File: config.mk
export PLATFORM = sky130hd
export DESIGN_NAME = sbs_update
export DESIGN_NICKNAME = d
export VERILOG_FILES = /design/src/rtl/sbs_pkg.sv /design/src/rtl/sbs_update.sv
export SDC_FILE = /design/constraint.sdc
export NUM_CORES = 1
export LEC_CHECK = 0
export BUFFER_PORTS_ARGS = -buffer_cell sky130_fd_sc_hd__buf_2
export CORE_AREA = 2 2 171 173
export DETAILED_ROUTE_END_ITERATION = 10
export DIE_AREA = 0 0 173 175
export PLACE_DENSITY = 0.81
export SLEW_MARGIN = 25
export SYNTH_ARGS = -nofsm -noshare
export SYNTH_HDL_FRONTEND = slang
export SYNTH_SLANG_ARGS = --single-unit
File: constraint.sdc
create_clock -name vclk -period 10.2
set_input_delay 1.02 -clock vclk [all_inputs]
set_output_delay 1.02 -clock vclk [all_outputs]
set_load 0.05 [all_outputs]
File: src/rtl/sbs_pkg.sv
`timescale 1ns / 1ps
// ----------------------------------------------------------------------------
// sbs_pkg
// shared widths, entry layout and codes of the segment band statistics core
// ----------------------------------------------------------------------------
package sbs_pkg;

    localparam int LABELS      = 1024;
    localparam int BANDS       = 4;
    localparam int COUNT_WIDTH = 24;

    localparam int ADDR_W      = (LABELS > 1) ? $clog2(LABELS) : 1;
    localparam int LABEL_W     = 11;
    localparam int SAMPLE_W    = 16;
    localparam int SUM_W       = 40;
    localparam int IN_BANDS    = 4;
    localparam int OUT_COUNT_W = 24;

    typedef logic [IN_BANDS-1:0][SAMPLE_W-1:0] samples_t;

    typedef struct packed {
        logic [BANDS-1:0][SUM_W-1:0] sums;
        logic [COUNT_WIDTH-1:0]      count;
    } entry_t;

    localparam int ENTRY_W = $bits(entry_t);

    typedef enum logic [0:0] {
        OP_ACCUMULATE = 1'b0,
        OP_READ       = 1'b1
    } op_t;

    typedef enum logic [0:0] {
        REG_LABELS_IN_USE = 1'b0,
        REG_BANDS_IN_USE  = 1'b1
    } cfg_index_t;

endpackage

File: src/rtl/sbs_update.sv
`timescale 1ns / 1ps
// ----------------------------------------------------------------------------
// sbs_update
// saturating count increment and saturating sum update of the bands in use of one entry
// ----------------------------------------------------------------------------
module sbs_update
(
    input  sbs_pkg::entry_t   old_entry,
    input  sbs_pkg::samples_t samples,
    input  logic [2:0]        bands_in_use,
    output sbs_pkg::entry_t   new_entry
);

    assign new_entry.count = (&old_entry.count) ? old_entry.count
                                                : old_entry.count + 1'b1;

    for (genvar b = 0; b < sbs_pkg::BANDS; b++)
    begin : g_band
        if (b < sbs_pkg::IN_BANDS)
        begin : g_add
            logic [sbs_pkg::SUM_W:0] wide_sum;
            logic [sbs_pkg::SUM_W-1:0] sat_sum;

            assign wide_sum = {old_entry.sums[b][sbs_pkg::SUM_W-1], old_entry.sums[b]}
                + {{(sbs_pkg::SUM_W + 1 - sbs_pkg::SAMPLE_W){samples[b][sbs_pkg::SAMPLE_W-1]}},
                   samples[b]};

            // overflow when the two top bits disagree; clamp toward the true sign
            always_comb
            begin
                if (wide_sum[sbs_pkg::SUM_W] != wide_sum[sbs_pkg::SUM_W-1])
                begin
                    sat_sum = {wide_sum[sbs_pkg::SUM_W],
                               {(sbs_pkg::SUM_W-1){~wide_sum[sbs_pkg::SUM_W]}}};
                end
                else
                begin
                    sat_sum = wide_sum[sbs_pkg::SUM_W-1:0];
                end
            end

            assign new_entry.sums[b] = (3'(b) < bands_in_use) ? sat_sum
                                                              : old_entry.sums[b];
        end
        else
        begin : g_keep
            assign new_entry.sums[b] = old_entry.sums[b];
        end
    end

endmodule

== Word-level counts from Yosys, hierarchy flattened ==
Index checks and enable logic that the tools add are counted.

* Mux-type cells: 9
* Order comparisons: 4
* Reduce and logical (&&, ||, !) cells: 1
* Bitwise logic cells: 4
* Add/sub/neg operators: 5
* Eq/ne operators: 4

{| class="wikitable"
|+ Operators with widths
! cell !! count
|-
| 2-to-1 mux 40 bit || 8
|-
| adder 40 x 16 -> 41 bit || 4
|-
| adder 24 x 1 -> 24 bit (second input constant) || 1
|-
| 2-to-1 mux 24 bit || 1
|-
| AND reduction 24 bit || 1
|-
| less-than comparator 1 x 3 -> 1 bit (first input constant) || 2
|-
| less-than comparator 2 x 3 -> 1 bit (first input constant) || 2
|-
| inequality test 1 bit || 4
|-
| inverter 1 bit || 4
|}

* Word-level logic and storage cells: 27
* Output and inout bits: 184
* Input bits: 251
* Flip-flop bits (word level): 0

== Depth between registers and ports, before layout ==
* Depth in word-level cells: 4
* Mapped depth: 15
* Depth with buffers taken out: 13

== Worst setup path after synthesis ==
OpenSTA, ideal clock, no wires.

* Path kind: input port to output port
* Start: in old_entry[144] (netlist name)
* End: out new_entry[178] (netlist name)
* Cell stages on the path: 14
* Path buffers: 1
* Arrival time: 4885 ps
* Slack: 4295 ps
* Path through: ha_1 > inv_1 > fa_1 > nor2b_1 > o2111ai_1 > a21o_1 > a2111o_1 > and3_1 > buf_2 > a311oi_2 > mux2i_2 > nand3_1 > nor2_1 > nor4_1

{| class="wikitable"
|+ RTL lines
! what !! RTL line !! source
|-
| start: declaration || sbs_update.sv:8 || <nowiki>input sbs_pkg::entry_t old_entry,</nowiki>
|-
| end: declaration || sbs_update.sv:11 || <nowiki>output sbs_pkg::entry_t new_entry</nowiki>
|}

==> metrics.md <==
| Metric | Value |
|---|---|
| Relative slew slack | `35.7%` |
| PwrDens | `approximately 120 mW/mm^2` |
| Crit path time final | `roughly 6400 ps` |
| Number of inserted filler cells in the final layout | `roughly 2900` |
| Leading post-synthesis cells by cell area | `sky130_fd_sc_hd__ha_1 (17%), sky130_fd_sc_hd__a21oi_1 (9.0%), sky130_fd_sc_hd__xnor2_1 (7.0%)` |
| Final number of setup-violating endpoints | `0` |
| Max-cap violation count | `0` |
| Area share of the leading cell type in the synthesized netlist | `16.5%` |
| Area of the core region | `0.0284 sq mm` |
| Number of search-and-repair iterations in the first detailed-routing pass | `6` |
| Post-CTS sizing | `0` |
| Slew at the pin closest to its max-slew limit | `~960 ps` |
| DR DRC count | `0` |
| Routed Antenna Nets | `0` |
| Peak clock frequency supported by timing | `roughly 160 MHz` |
| Final period utilization | `between 60 and 70%` |
| Count of nets after finishing | `2635` |
| Area used by sequential logic in the layout | `0 sq um` |
| Final hold vios | `0` |
| Combinational Power Share | `100.0%` |
| Switch share | `between 70% and 80%` |
| Routability congestion estimate from global placement | `just over 1` |
| Port-buffer cells | `around 440` |
| Capture endpoint of the worst hold path | `new_entry[15]` |
| Via density per instance | `about 6` |
| Rows | `62` |
| Global-route wire length before repair | `around 71000 um` |
| Starting density of the core | `a little over two fifths` |
| Worst path required time | `9180 ps` |
| Via Count | `around 16000` |
| Final global-route overflow total | `0` |
| Number of distinct library cell variants in the gate-level netlist after synthesis | `90` |
| Leakage | `slightly above 7 nW` |
| Gr busiest metal | `met2` |
| Post-CTS Setup Inserts | `0` |
| Synth area leader | `sky130_fd_sc_hd__ha_1` |
| Die outline width | `roughly 170 um` |
| Post-DP HPWL | `approximately 37000 um` |
| Detailed router's first-iteration violation count | `around 1200` |
| Kind of end point of the critical path | `output port` |
| Sequential cell area fraction in the yosys report | `0%` |
| Launch point of the worst hold path | `old_entry[15]` |
| Path category of the worst min-delay check | `input port to output port` |
| Area added between synthesis and finish | `18.1%` |
| Hold buffer count at CTS | `0` |
| Critical Path Start Type | `input port` |
| Post-Synthesis Cells | `about 1900` |
| Max-slew violation count | `0` |
| Unrepaired setup endpoints after global routing | `false` |
| Setup tns final | `0 ps` |
| Internal cell power | `around 0.00051 W` |
| Total power consumption of the routed design | `roughly 0.0017 W` |
| Total GRT Usage | `27.4%` |
| Post-synthesis net count | `between 2000 and 2500` |
| Synth warnings | `0` |
| Antenna violations before repair | `2` |
| Routed length per instance | `around 17 um` |
| Via count of the first global-routing pass | `approximately 15000` |
| Part of the total power dissipated in sequential elements | `0%` |
| Synthesized cell area | `0.0122 sq mm` |
| Crit Path Class | `input port to output port` |
| Net switching component of the power | `~0.0012 W` |
| Clock network fraction of design power | `0%` |
| GR Util met3 | `2.63%` |
| Final sequential cell count | `0` |
| Die height | `around 180 um` |
| Worst VDD drop | `a little over 0.1 mV` |
| Global-route track usage on met2 | `47.7%` |
| Worst hold path cell count | `3` |
| Worst EP arrival | `between 5000 and 6000 ps` |
| Floorplan die area | `0.0303 sq mm` |
| Maximum net fanout on the critical path | `25` |
| Post-Syn Area per Cell | `6.47 sq um` |
| Proportion of layout cells with a drive suffix above 1 | `roughly 23%` |
| Pin count of the biggest net entering global routing | `66` |
| I/O pin cnt | `approximately 440` |
| Met1 layer usage reported by global route | `34.9%` |
| Detailed Route WL | `44500 um` |
| Status | `finished, final reports clean` |
| Clock buffer count in the final layout | `0` |
-- metal layers --
layer | wire [um] | share of wire, %
met5 | 0 | 0
met4 | 1910 | 4.3
met3 | 3240 | 7.3
met2 | 20600 | 46
met1 | 18800 | 42
-- cell usage after synthesis, types with 5 or more instances --
cell	count
sky130_fd_sc_hd__a2111oi_0	7
sky130_fd_sc_hd__a211oi_1	18
sky130_fd_sc_hd__a21o_1	89
sky130_fd_sc_hd__a21oi_1	219
sky130_fd_sc_hd__a221o_1	6
sky130_fd_sc_hd__a221oi_1	7
sky130_fd_sc_hd__a22o_1	13
sky130_fd_sc_hd__a22oi_1	8
sky130_fd_sc_hd__a31o_2	6
sky130_fd_sc_hd__a31oi_1	47
sky130_fd_sc_hd__and2_1	19
sky130_fd_sc_hd__and3_1	24
sky130_fd_sc_hd__and4_1	10
sky130_fd_sc_hd__buf_2	17
sky130_fd_sc_hd__buf_4	5
sky130_fd_sc_hd__buf_6	8
sky130_fd_sc_hd__clkbuf_1	70
sky130_fd_sc_hd__ha_1	161
sky130_fd_sc_hd__inv_1	64
sky130_fd_sc_hd__nand2_1	218
sky130_fd_sc_hd__nand2b_1	16
sky130_fd_sc_hd__nand3_1	59
sky130_fd_sc_hd__nand4_1	45
sky130_fd_sc_hd__nor2_1	183
sky130_fd_sc_hd__nor2b_1	17
sky130_fd_sc_hd__nor3_1	18
sky130_fd_sc_hd__nor3b_1	5
sky130_fd_sc_hd__nor4_1	6
sky130_fd_sc_hd__o2111ai_1	5
sky130_fd_sc_hd__o211ai_1	22
sky130_fd_sc_hd__o211ai_2	19
sky130_fd_sc_hd__o21a_1	23
sky130_fd_sc_hd__o21ai_0	119
sky130_fd_sc_hd__o21ai_1	27
sky130_fd_sc_hd__o21bai_1	20
sky130_fd_sc_hd__o22ai_1	9
sky130_fd_sc_hd__o31ai_1	7
sky130_fd_sc_hd__or2_2	14
sky130_fd_sc_hd__or3_1	6
sky130_fd_sc_hd__or4_1	6
sky130_fd_sc_hd__xnor2_1	97
sky130_fd_sc_hd__xor2_1	58
-- cell usage in the layout, fill, tap and decap left out, drive strengths merged, types with 9 or more instances in the layout --
cell	count
a31oi	47
a21o	89
a2111oi	9
nor3	18
inv	64
nand2b	16
a211oi	18
xnor2	98
and4	10
a21oi	222
xor2	58
o211ai	41
nand3	59
nand2	219
o21bai	20
or2	15
ha	161
o21ai	146
nor2	187
and2	21
a22o	13
o22ai	10
o21a	24
and3	24
nor2b	17
buf	440
nand4	45
-- how the worst max path moves through the flow --
stage,startpoint,to,cells after the start
final,samples[31],new_entry[65],13
after global routing,samples[31],new_entry[88],13
after CTS,samples[31],new_entry[100],13
after detailed placement,samples[31],new_entry[100],13
after global placement,samples[31],new_entry[100],13
after floorplan,old_entry[144],new_entry[178],14
-- layout make-up --
type	count	area [sq um]	area share, %
diodes	1	2.50	0.0174
multi-input cells	1713	11400	79.6
inverters	64	240	1.67
well taps	384	480	3.34
repair buffers	440	2210	15.4
-- cell families after synthesis --
| family | after synthesis | share of synthesized area (%) |
|---|---|---|
| compound gates | 714 | 38.3 |
| xor+xnor | 156 | 11.3 |
| fa+ha+maj | 168 | 17.4 |
| buf+inv | 170 | 6.09 |
| mux | 10 | 1.17 |
| simple gates | 665 | 25.7 |
-- power groups by stage --
stage	Sequential [W]	Clock (W)	Combinational, W
2_1_floorplan	0	0	0.00132
3_3_place_gp	0	0	0.00169
3_5_place_dp	0	0	0.00171
4_1_cts	0	0	0.00172
5_1_grt	0	0.0000000000131	0.00185
6_report	0	0.0000000000132	0.00173
-- worst max-delay path, stage by stage --
cell and delay [ps]:
sky130_fd_sc_hd__buf_2 430, sky130_fd_sc_hd__ha_1 440, sky130_fd_sc_hd__a21oi_2 250, sky130_fd_sc_hd__o21ai_1 110
sky130_fd_sc_hd__a2111oi_0 440, sky130_fd_sc_hd__o22ai_1 130, sky130_fd_sc_hd__a31o_2 250, sky130_fd_sc_hd__o221a_4 250
sky130_fd_sc_hd__and2_4 180, sky130_fd_sc_hd__mux2i_2 620, sky130_fd_sc_hd__and2_1 820, sky130_fd_sc_hd__a22oi_1 140
sky130_fd_sc_hd__buf_2 270
-- per-stage QoR --
step	std cells	area, sq um	hold slack, ps	setup WS [ps]	utilization, %
floorplan	1883	12200	2310	4290	-
global placement	2601	14400	2390	4060	50.6
detailed placement	2601	14400	2390	3870	50.6
CTS	2601	14400	2400	3850	50.6
global route	2602	14400	2420	3460	50.6
finish	2602	14400	2400	3790	50.6
Note: power is estimated with default switching activity, not from simulation.
